===== src/rtl/core/nnc_pkg.sv =====
// Types, constants and helpers shared by the nearest neighbour classifier.
`default_nettype none
package nnc_pkg;

  localparam int TABLE_DEPTH  = 256;
  localparam int NUM_FEATURES = 4;
  localparam int IN_FEATS     = 4;

  localparam int IDX_W  = (TABLE_DEPTH > 1) ? $clog2(TABLE_DEPTH) : 1;
  localparam int CNT_W  = $clog2(TABLE_DEPTH + 1);
  localparam int PAIR_N = (NUM_FEATURES + 1) / 2;
  localparam int SUM_W  = 65 + $clog2(PAIR_N);

  localparam logic [1:0] REQ_CLEAR  = 2'd0;
  localparam logic [1:0] REQ_APPEND = 2'd1;
  localparam logic [1:0] REQ_QUERY  = 2'd2;

  typedef enum logic [1:0] {
    STAT_OK       = 2'd0,
    STAT_FULL     = 2'd1,
    STAT_NO_MATCH = 2'd2
  } status_e;

  typedef logic signed [31:0] feat_t;
  typedef feat_t [NUM_FEATURES-1:0] feat_vec_t;

  typedef struct packed {
    logic [1:0]         req_type;
    logic [15:0]        class_label;
    logic signed [31:0] feat_area;
    logic signed [31:0] feat_fill;
    logic signed [31:0] feat_aspect;
    logic signed [31:0] feat_angle;
  } in_item_t;

  typedef struct packed {
    logic [1:0]  status;
    logic [15:0] best_label;
    logic [63:0] best_distance;
    logic [8:0]  table_count;
  } out_item_t;

  typedef struct packed {
    logic [15:0] label;
    feat_vec_t   feat;
  } entry_t;

  // tag travelling alongside an entry through the distance pipeline
  typedef struct packed {
    logic        vld;
    logic        first;
    logic        last;
    logic [15:0] label;
  } dist_tag_t;

  function automatic feat_vec_t to_feat_vec(input in_item_t item);
    feat_vec_t v;
    for (int i = 0; i < NUM_FEATURES; i++) begin
      v[i] = '0;
      if (i < IN_FEATS) begin
        case (i)
          0:       v[i] = item.feat_area;
          1:       v[i] = item.feat_fill;
          2:       v[i] = item.feat_aspect;
          3:       v[i] = item.feat_angle;
          default: v[i] = '0;
        endcase
      end
    end
    return v;
  endfunction

endpackage
`default_nettype wire


===== src/rtl/core/nnc_cell.sv =====
// One reference table cell: holds an entry, loads on append, passes it on when rotating.
`default_nettype none
module nnc_cell
  import nnc_pkg::*;
(
  input  wire logic   clk_i,
  input  wire logic   shift_i,
  input  wire logic   load_i,
  input  wire entry_t load_data_i,
  input  wire entry_t nbr_i,
  output entry_t      entry_o
);

  entry_t entry_q, entry_d;

  always_comb begin
    entry_d = entry_q;
    if (shift_i) begin
      entry_d = nbr_i;
    end else if (load_i) begin
      entry_d = load_data_i;
    end
  end

  always_ff @(posedge clk_i) begin
    entry_q <= entry_d;
  end

  assign entry_o = entry_q;

endmodule
`default_nettype wire


===== config.mk =====
export PLATFORM = sky130hd
export DESIGN_NAME = nnc_cell
export DESIGN_NICKNAME = d
export VERILOG_FILES = /design/src/rtl/core/nnc_pkg.sv /design/src/rtl/core/nnc_cell.sv
export SDC_FILE = /design/constraint.sdc
export NUM_CORES = 1
export LEC_CHECK = 0
export ABC_AREA = 1
export BUFFER_PORTS_ARGS = -buffer_cell sky130_fd_sc_hd__buf_2
export CAP_MARGIN = 20
export CORE_AREA = 5 5 164 166
export CTS_BUF_LIST = sky130_fd_sc_hd__clkbuf_4 sky130_fd_sc_hd__clkbuf_8
export CTS_CLUSTER_SIZE = 30
export DETAILED_ROUTE_END_ITERATION = 7
export DIE_AREA = 0 0 169 171
export MAX_ROUTING_LAYER = met4
export PLACE_DENSITY = 0.59
export SLEW_MARGIN = 20
export SYNTH_ARGS = -nofsm -noshare
export SYNTH_HDL_FRONTEND = slang
export SYNTH_SLANG_ARGS = --single-unit

===== constraint.sdc =====
create_clock -name clk_i -period 4.14 [get_ports clk_i]
set_input_delay 0.828 -clock clk_i [delete_from_list [all_inputs] [get_ports clk_i]]
set_output_delay 0.828 -clock clk_i [all_outputs]
set_load 0.01 [all_outputs]

==> run_results.csv, run 1 <==
group,metric,value,unit
run_status,status,"finished, final reports clean",
setup_path,critPathMaxStageDelay,0.50,ns
grt,grt_overflow,0,
cts,cts_made_buffers,17,
sta,timing.hold.ws,0.6485,ns
logic_synthesis,synthSimpleGateAreaFrac,0.2658,
cts,cts_resized,0,
logic_synthesis,yosysTopAreaCellShare,0.7060,
final_layout,drive_above_1_share,0.4495,
setup_path,worstPathArrival,2.27,ns
setup_path,critPathKind,"in2reg",
logic_synthesis,ys_ff_latch,144,
cts,path_clk_slew,0.10,ns
die,chipWidth,169,um
final_layout,final_core_util,0.3524,
logic_synthesis,synth_most_common_cell,"nand2_1",
logic_synthesis,synth_area_leaders,"edfxtp_1 71%, nand2_1 26%, buf_2 1.2%",
setup_path,worstSetupStartpoint,"shift_i",
drt,firstDrtPassIters,4,
worst_hold_path,min_from,"load_data_i[58]",
power_and_ir_drop,vdd_drop_max,0.1459,mV
die,rows,59,
cts,cts_max_level,4,
setup_path,critPathLaunchType,"input pin",
logic_synthesis,synth_area,6125,sq um
die,pin_count,435,
cts,holdBufCountCts,0,
worst_hold_path,hp-class,"in2reg",
drt,vias_per_cell,4.048,
placement,gp_congestion,0.8965,
placement,dp_hpwl,16.23,mm
sta,finalCriticalPeriod,1.980,ns
final_layout,area_growth,46.56,%
logic_synthesis,syn_area_per_cell,10.06,sq um
die,start_util,0.2405,
logic_synthesis,synth-edff-count,144,
sta,slew_headroom,0.5187,
setup_path,critPathCaptureType,"flop",
logic_synthesis,synthMuxAreaShare,0,
sta,worst_slew_pin_slew,0.7219,ns
setup_path,critPathSlowestCell,"buf_4",
cts,cts_buffer_depth,2,
drt,wl,20.95,mm
drt,drc,0,
die,die_h,171,um
drt,wire_per_inst,15.12,um
logic_synthesis,yosys.area.top_type,"edfxtp_1",
grt,track_usage,0.1387,
sta,rsz0062_at_grt,"no",
setup_path,crit_chain,"buf_4 > inv_4 > buf_4 > nand2_1 > nand2_1",
grt,grt_pass1_wl,29.68,mm
drt,vias,5611,
power_and_ir_drop,p_per_area,383.9,nW/um^2
setup_path,cp.required,4.43,ns
cts,root_buffer,"clkbuf_8",
logic_synthesis,synthArstFlopShare,0,
logic_synthesis,syn_inst,609,
final_layout,largest_reg_flops,144,
setup_path,critPathMaxFanout,65,
sta,fin_ws,2.160,ns
logic_synthesis,syn-num-nets,900,
placement,io_buffers,434,
drt,drtAntennaViolNets,0,
logic_synthesis,synthDistinctLibCells,8,
sta,finalSetupViolations,0,
cts,cts_setup_buffers,0,
final_layout,fill_cells,2677,
grt,grt_pass1_vias,5478,
sta,drv_slew,0,
logic_synthesis,synth_ff_type,"edfxtp_1",
power_and_ir_drop,p_leak,4.686,nW
run,maxCapViolations,0,
drt,drt_iter0_markers,260,
worst_hold_path,hold-path-cell-count,3,
cts,cts_tree,"done",
cts,cts.sinks,144,
final_layout,final_nets,1328,
logic_synthesis,yosysWarnings,0,
logic_synthesis,synth_fa_ha_area_frac,0,
logic_synthesis,synth_common_cells,"432 x nand2_1, 144 x edfxtp_1, 15 x buf_2, 8 x clkbuf_1, 7 x buf_4",
die,core-area,25470,sq um
grt,grt_max_degree,78,
logic_synthesis,seq_area_frac_synth,0.7060,
sta,tns,0,ns
die,dieArea,28900,sq um
logic_synthesis,synth_compound_area_frac,0,
sta,finalCritPeriodShare,0.4782,
placement,place_ws,1.728,ns
sta,timing.fmax,505.1,MHz
logic_synthesis,synth_top_family_by_area,"simple AND/OR/NAND/NOR gates",
worst_hold_path,whs_endpoint,"entry_o[58]$_DFFE_PP_",
logic_synthesis,synth_xor_area_frac,0,
grt,antenna_found_initial,1,
sta,final-hold-violation-count,0,
## metrics by stage
step	total power [W]	instance area, sq um	instances
floorplan	0.002111	6125	609
global placement	0.002462	8625	1353
detailed placement	0.002470	8625	1353
CTS	0.003515	8974	1385
global route	0.003647	8976	1386
finish	0.003446	8976	1386
## power breakdown
| group | internal, W | total (W) | switching, W |
|---|---|---|---|
| registers | 0.00179 | 0.00183 | 0.0000393 |
| logic | 0.000253 | 0.000594 | 0.000341 |
| clock network | 0.000430 | 0.00102 | 0.000594 |
## worst max-delay path, delay by kind of cell
family | cells | cell delay [ns]
buffers and inverters | 3 | 1.17
and+or+nand+nor | 2 | 0.19
## placed cells by master (no fill, tap or decap), drive strengths merged
cell | netlist | final
inv | 1 | 7
clkinv | 0 | 4
edfxtp | 144 | 144
clkbuf | 8 | 18
nand2 | 432 | 432
or2 | 1 | 1
diode | 0 | 1
buf | 23 | 440
clkinvlp | 0 | 4
## final cells by class
class,instances,area (sq um),share of cell area
diodes,1,2.502,0.0002788
clock inverters,14,107.6,0.01199
clock buffers,18,241.5,0.02690
repair buffers,440,2245,0.2501
well taps,335,419.2,0.04670
inverters,1,6.256,0.0006970
multi-input cells,433,1630,0.1816
flip-flops and latches,144,4324,0.4817
## layer usage
| metal | wire (um) | vias to the layer above | GRT usage |
|---|---|---|---|
| met2 | 10060 | 305 | 0.2201 |
| met1 | 8406 | 2479 | 0.1713 |
| met5 | 0 | - | - |
| met4 | 353 | 0 | 0.04375 |
| li1 | - | 2812 | - |
| met3 | 2130 | 15 | 0.04182 |
## worst max path at each step
stage / end / slack, ns
after floorplan: entry_o[0]$_DFFE_PP_ / 0.85
after global placement: entry_o[85]$_DFFE_PP_ / 1.78
after detailed placement: entry_o[90]$_DFFE_PP_ / 1.73
after CTS: entry_o[90]$_DFFE_PP_ / 2.21
after global routing: entry_o[127]$_DFFE_PP_ / 2.08
final: entry_o[111]$_DFFE_PP_ / 2.16
## kinds of logic (layout without fill, tap and decap cells)
family / Yosys count / in the layout
buf+inv: 32 / 473
flops: 144 / 144
other cells: 0 / 1
simple gates: 433 / 433
(Power assumes the default switching activity.)
==> inputs of run 2 (changes only) <==
==> constraint.sdc (replaced) <==
create_clock -name clk_i -period 2 [get_ports clk_i]
set_input_delay 0.4 -clock clk_i [delete_from_list [all_inputs] [get_ports clk_i]]
set_output_delay 0.4 -clock clk_i [all_outputs]
set_load 0.01 [all_outputs]
==> run 2 against run 1 <==
Setup slack worse by 1.6 ns. First-iteration DRC count is 4.2% lower. Critical path type is now reg2out. Critical endpoint is now entry_o[118]. Combinational power is 110% higher. Cell area is 2.6% higher. Worst hold slack worse by 0.42 ns. Largest cell class unchanged.
==> run_results.csv, run 2 (synthesis results as in run 1) <==
group,metric,value,unit
run_status,status,"finished, final reports clean",
power_and_ir_drop,internal_power,0.005754,W
die,core-area,25470,sq um
drt,firstDrtPassIters,4,
final_layout,final_core_util,0.3617,
power_and_ir_drop,vdd_drop_max,0.3982,mV
final_layout,stdcell_count,1394,
drt,drtAntennaViolNets,0,
grt,track_usage,0.1432,
sta,finalSetupViolations,0,
sta,timing.fmax,700.3,MHz
cts,cts_resized,0,
power_and_ir_drop,clkPwrFrac,0.342,
grt,grt_pass1_wl,30.54,mm
worst_hold_path,whs_endpoint,"entry_o[56]$_DFFE_PP_",
setup_path,cp.required,1.60,ns
placement,gp_congestion,0.8500,
die,rows,59,
die,chipWidth,169,um
run,maxCapViolations,0,
worst_hold_path,hold-path-cell-count,3,
cts,cts_made_buffers,17,
final_layout,layout_commonest_cell,"buf_2",
placement,dp.cells,1360,
cts,cts_max_level,4,
power_and_ir_drop,p_per_area,833.7,nW/um^2
sta,worst_slew_pin_slew,0.3415,ns
placement,dp_hpwl,16.96,mm
cts,path_clk_slew,0.09,ns
setup_path,critPathMaxStageDelay,0.44,ns
final_layout,final_nets,1335,
final_layout,largest_reg_flops,144,
final_layout,drive_above_1_share,0.4540,
power_and_ir_drop,pwr-share-seq,0.495,
cts,cts_setup_buffers,0,
grt,antenna_found_initial,6,
sta,finalCritPeriodShare,0.7140,
setup_path,critPathMaxFanout,1,
setup_path,critPathSlowestCell,"edfxtp_1",
grt,grt_pass1_vias,5585,
die,die_h,171,um
final_layout,fill_cells,2619,
power_and_ir_drop,p_switching,0.001927,W
power_and_ir_drop,p_leak,4.801,nW
power_and_ir_drop,switching_share,0.2509,
setup_path,path_buf_inv,1,
grt,grt_max_degree,72,
cts,cts_tree,"done",
sta,drv_slew,0,
sta,timing.hold.ws,0.2327,ns
placement,io_buffers,434,
setup_path,worstPathArrival,1.03,ns
die,pin_count,435,
drt,wire_per_inst,15.24,um
cts,cts_buffer_depth,2,
sta,fin_ws,0.5720,ns
power_and_ir_drop,pwr-share-comb,0.163,
placement,dpl_cell_area,8752,sq um
grt,grt_overflow,0,
setup_path,worst_path_dominant_cell_family,"flip-flops",
setup_path,critPathKind,"reg2out",
drt,drt_iter0_markers,249,
drt,wl,21.25,mm
placement,place_ws,0.4811,ns
sta,finalCriticalPeriod,1.428,ns
final_layout,final_area,9213,sq um
worst_hold_path,hp-class,"in2reg",
setup_path,critPathCaptureType,"output port",
cts,holdBufCountCts,0,
drt,drc,0,
sta,rsz0062_at_grt,"no",
drt,vias,5599,
cts,root_buffer,"clkbuf_8",
sta,slew_headroom,0.7724,
drt,vias_per_cell,4.016,
die,start_util,0.2405,
sta,final-hold-violation-count,0,
die,dieArea,28900,sq um
final_layout,area_growth,50.42,%
final_layout,final_cell_mix,"433 x buf_2, 432 x nand2_1, 144 x edfxtp_1",
cts,cts.sinks,144,
setup_path,critPathLaunchType,"flop",
setup_path,crit_chain,"buf_2",
worst_hold_path,min_from,"load_data_i[56]",
[run 2: changes by cell type in the layout (fill, tap and decap cells not counted)]
cell	previous run	this run
diode_2	1	4
inv_6	6	3
clkinv_1	2	0
bufinv_16	0	5
buf_12	2	8
buf_4	5	6
clkinvlp_4	4	2
[run 2: cell type report]
cell class,instances,area (sq um),area share
Antenna cell,4,10.01,0.001087
Clock buffer,18,241.5,0.02621
Clock inverter,12,209.0,0.02268
Inverter,1,6.256,0.0006791
Multi-Input combinational cell,433,1630,0.1770
Sequential cell,144,4324,0.4694
Tap cell,335,419.2,0.04550
Timing Repair Buffer,447,2372,0.2575
[run 2: routing by layer]
metal / wire (um) / global-route usage / vias up
met5: 0 / - / -
li1: - / - / 2826
met1: 8290 / 0.1686 / 2450
met3: 2143 / 0.04043 / 21
met4: 398 / 0.04200 / 0
met2: 10420 / 0.2405 / 302
[run 2: power groups by stage]
stage          logic, W  registers, W  clock network, W
2_1_floorplan  0.000320       0.00405                 0
3_3_place_gp    0.00128       0.00387                 0
3_5_place_dp    0.00128       0.00387                 0
4_1_cts         0.00128       0.00381           0.00274
5_1_grt         0.00139       0.00383           0.00288
6_report        0.00125       0.00380           0.00263
[run 2: worst max-delay path by stage]
| stage | start | end | slack (ns) | cells after the start |
|---|---|---|---|---|
| 4_1_cts | entry_o[31]$_DFFE_PP_ | entry_o[31] | 0.51 | 1 |
| 2_1_floorplan | shift_i | entry_o[0]$_DFFE_PP_ | -0.10 | 3 |
| 3_3_place_gp | shift_i | entry_o[89]$_DFFE_PP_ | 0.51 | 4 |
| 6_report | entry_o[118]$_DFFE_PP_ | entry_o[118] | 0.57 | 1 |
| 3_5_place_dp | shift_i | entry_o[137]$_DFFE_PP_ | 0.48 | 4 |
| 5_1_grt | entry_o[31]$_DFFE_PP_ | entry_o[31] | 0.48 | 1 |
[run 2: per-stage QoR]
step,TNS [ns],total power (W)
global route,0,0.008102
CTS,0,0.007830
detailed placement,0,0.005154
global placement,0,0.005145
finish,0,0.007680
floorplan,-15.09,0.004368
==> inputs of run 3 (changes only) <==
--- a/config.mk
+++ b/config.mk
@@ -5,7 +5,7 @@
 export SDC_FILE = /design/constraint.sdc
 export NUM_CORES = 1
 export LEC_CHECK = 0
-export ABC_AREA = 1
+export ABC_AREA = 0
 export BUFFER_PORTS_ARGS = -buffer_cell sky130_fd_sc_hd__buf_2
 export CAP_MARGIN = 20
 export CORE_AREA = 5 5 164 166
@@ -14,7 +14,7 @@
 export DETAILED_ROUTE_END_ITERATION = 7
 export DIE_AREA = 0 0 169 171
 export MAX_ROUTING_LAYER = met4
-export PLACE_DENSITY = 0.59
+export PLACE_DENSITY = 0.6
 export SLEW_MARGIN = 20
 export SYNTH_ARGS = -nofsm -noshare
 export SYNTH_HDL_FRONTEND = slang
==> constraint.sdc (replaced) <==
create_clock -name clk_i -period 1.45 [get_ports clk_i]
set_input_delay 0.29 -clock clk_i [delete_from_list [all_inputs] [get_ports clk_i]]
set_output_delay 0.29 -clock clk_i [all_outputs]
set_load 0.01 [all_outputs]
==> run 3 against run 2 <==
Clock power increased by 27%. Largest cell class unchanged. Combinational power increased by 49%. Non-clock buffer count increased by 24. Setup slack got worse by 0.46 ns. Critical path depth unchanged. Highest routed layer unchanged. Global-route usage decreased by 0.90 points. Synthesized cell count decreased by 50%. Worst hold slack got worse by 0.087 ns. Cell area increased by 3.4%.
==> run_results.csv, run 3 <==
group,metric,value,unit
final_layout,area_growth,52.23,%
power_and_ir_drop,vdd_drop_max,0.5510,mV
power_and_ir_drop,p_per_area,1097,nW/um^2
logic_synthesis,yosysWarnings,0,
grt,antenna_found_initial,0,
run_status,status,"finished, final reports clean",
drt,wl,20.25,mm
setup_path,worst_path_dominant_cell_family,"flip-flops",
run,maxCapViolations,0,
logic_synthesis,synth_ff_type,"edfxtp_1",
drt,vias_per_cell,4.022,
cts,path_clk_slew,0.10,ns
die,core-area,25470,sq um
sta,final-hold-violation-count,0,
setup_path,worstPathArrival,1.05,ns
sta,slew_headroom,0.7808,
worst_hold_path,hp-class,"in2reg",
sta,finalCritPeriodShare,0.9250,
grt,grt_max_degree,51,
die,rows,59,
worst_hold_path,hold-path-cell-count,2,
final_layout,antennaDiodeCount,0,
placement,gp_congestion,0.8066,
logic_synthesis,syn_area_per_cell,20.52,sq um
setup_path,cp_num_cells,1,
sta,drv_slew,0,
setup_path,critPathMaxStageDelay,0.46,ns
die,die_h,171,um
logic_synthesis,seq_area_frac_synth,0.6908,
drt,drc,0,
power_and_ir_drop,p_leak,4.371,nW
logic_synthesis,synth_area,6260,sq um
setup_path,cp.required,1.16,ns
grt,grt_overflow,0,
logic_synthesis,synth_most_common_cell,"edfxtp_1",
sta,worst_slew_pin_slew,0.3288,ns
cts,cts_resized,0,
drt,drtAntennaViolNets,0,
final_layout,final_nets,1070,
logic_synthesis,syn_inst,305,
placement,dp_hpwl,16.52,mm
placement,io_buffers,434,
drt,wire_per_inst,17.98,um
setup_path,crit_chain,"buf_2",
die,chipWidth,169,um
logic_synthesis,synthDistinctLibCells,6,
grt,grt_pass1_vias,4946,
logic_synthesis,synthArstFlopShare,0,
placement,dp.cells,1095,
sta,rsz0062_at_grt,"no",
final_layout,fill_cells,2487,
final_layout,final_cell_mix,"433 x buf_2, 144 x edfxtp_1, 95 x mux2_2",
cts,cts_buffer_depth,2,
logic_synthesis,yosysTopAreaCellShare,0.6908,
sta,finalCriticalPeriod,1.341,ns
cts,cts_setup_buffers,0,
cts,cts_max_level,4,
cts,holdBufCountCts,0,
final_layout,largest_reg_flops,144,
logic_synthesis,synth_common_cells,"144 x edfxtp_1, 95 x mux2_2, 49 x mux2_4, 9 x buf_2, 7 x buf_6",
cts,root_buffer,"clkbuf_8",
sta,timing.fmax,745.5,MHz
setup_path,critPathLaunchType,"flop",
final_layout,layout_commonest_cell,"buf_2",
drt,vias,4529,
die,dieArea,28900,sq um
setup_path,critPathKind,"reg2out",
drt,firstDrtPassIters,4,
final_layout,stdcell_count,1126,
logic_synthesis,ys_ff_latch,144,
sta,tns,0,ns
logic_synthesis,yosys.area.top_type,"edfxtp_1",
setup_path,critPathCaptureType,"output port",
grt,track_usage,0.1341,
die,pin_count,435,
logic_synthesis,synth_area_leaders,"edfxtp_1 69%, mux2_2 17%, mux2_4 12%",
cts,cts.sinks,144,
grt,grt_pass1_wl,28.19,mm
logic_synthesis,synth-edff-count,144,
setup_path,critPathSlowestCell,"edfxtp_1",
die,start_util,0.2458,
logic_synthesis,syn-num-nets,596,
drt,drt_iter0_markers,168,
cts,cts_tree,"done",
final_layout,drive_above_1_share,0.8167,
cts,cts_made_buffers,17,
setup_path,path_buf_inv,1,
setup_path,critPathMaxFanout,1,
sta,finalSetupViolations,0,
## run 3: cell count changes after synthesis, sizes merged
cell	previous run	this run
nand2	432	0
mux2	0	144
buf	23	16
inv	1	0
clkbuf	8	0
## run 3: routing by layer
metal,part of all wire,global-route usage
met5,0,-
met2,0.51,0.2356
met3,0.10,0.04390
met4,0.014,0.03990
met1,0.37,0.1453
## run 3: metrics by stage
step                worst slack (ns)  utilization  total power (W)  cell area (sq um)  hold WS [ns]
finish                        0.1087       0.3742          0.01045               9529        0.1454
global route                0.001864       0.3742          0.01095               9529        0.1077
CTS                          0.01069       0.3742          0.01066               9529       0.09804
detailed placement           0.05930       0.3583         0.007236               9126        0.5932
global placement             0.07544       0.3583         0.007211               9126        0.5906
floorplan                    -0.7275            -         0.006130               6274        0.5075
## run 3: logic make-up (layout without fill, tap and decap cells)
| group | after synthesis | in the layout | synth area share |
|---|---|---|---|
| mux | 144 | 144 | 0.2884 |
| flops | 144 | 144 | 0.6908 |
| buf+inv | 16 | 502 | 0.01979 |
| simple gates | 1 | 1 | 0.001000 |
## run 3: path summary, 6_finish.rpt
check / startpoint / to / slack (ns)
worst max-delay path: entry_o[87]$_DFFE_PP_ / entry_o[87] / 0.11
worst min-delay path: load_data_i[118] / entry_o[118]$_DFFE_PP_ / 0.15
## run 3: final cells by class
class                   count  area [sq um]  share of cell area
clock buffers              18         241.5             0.02534
clock inverters            13         161.4             0.01694
multi-input cells         145          1814              0.1904
flip-flops and latches    144          4324              0.4538
well taps                 335         419.2             0.04399
repair buffers            471          2569              0.2696
## run 3: power by group
part,internal (W),switching [W],total (W)
combinational,0.00101,0.000858,0.00186
clock,0.00172,0.00163,0.00335
sequential,0.00511,0.000131,0.00524
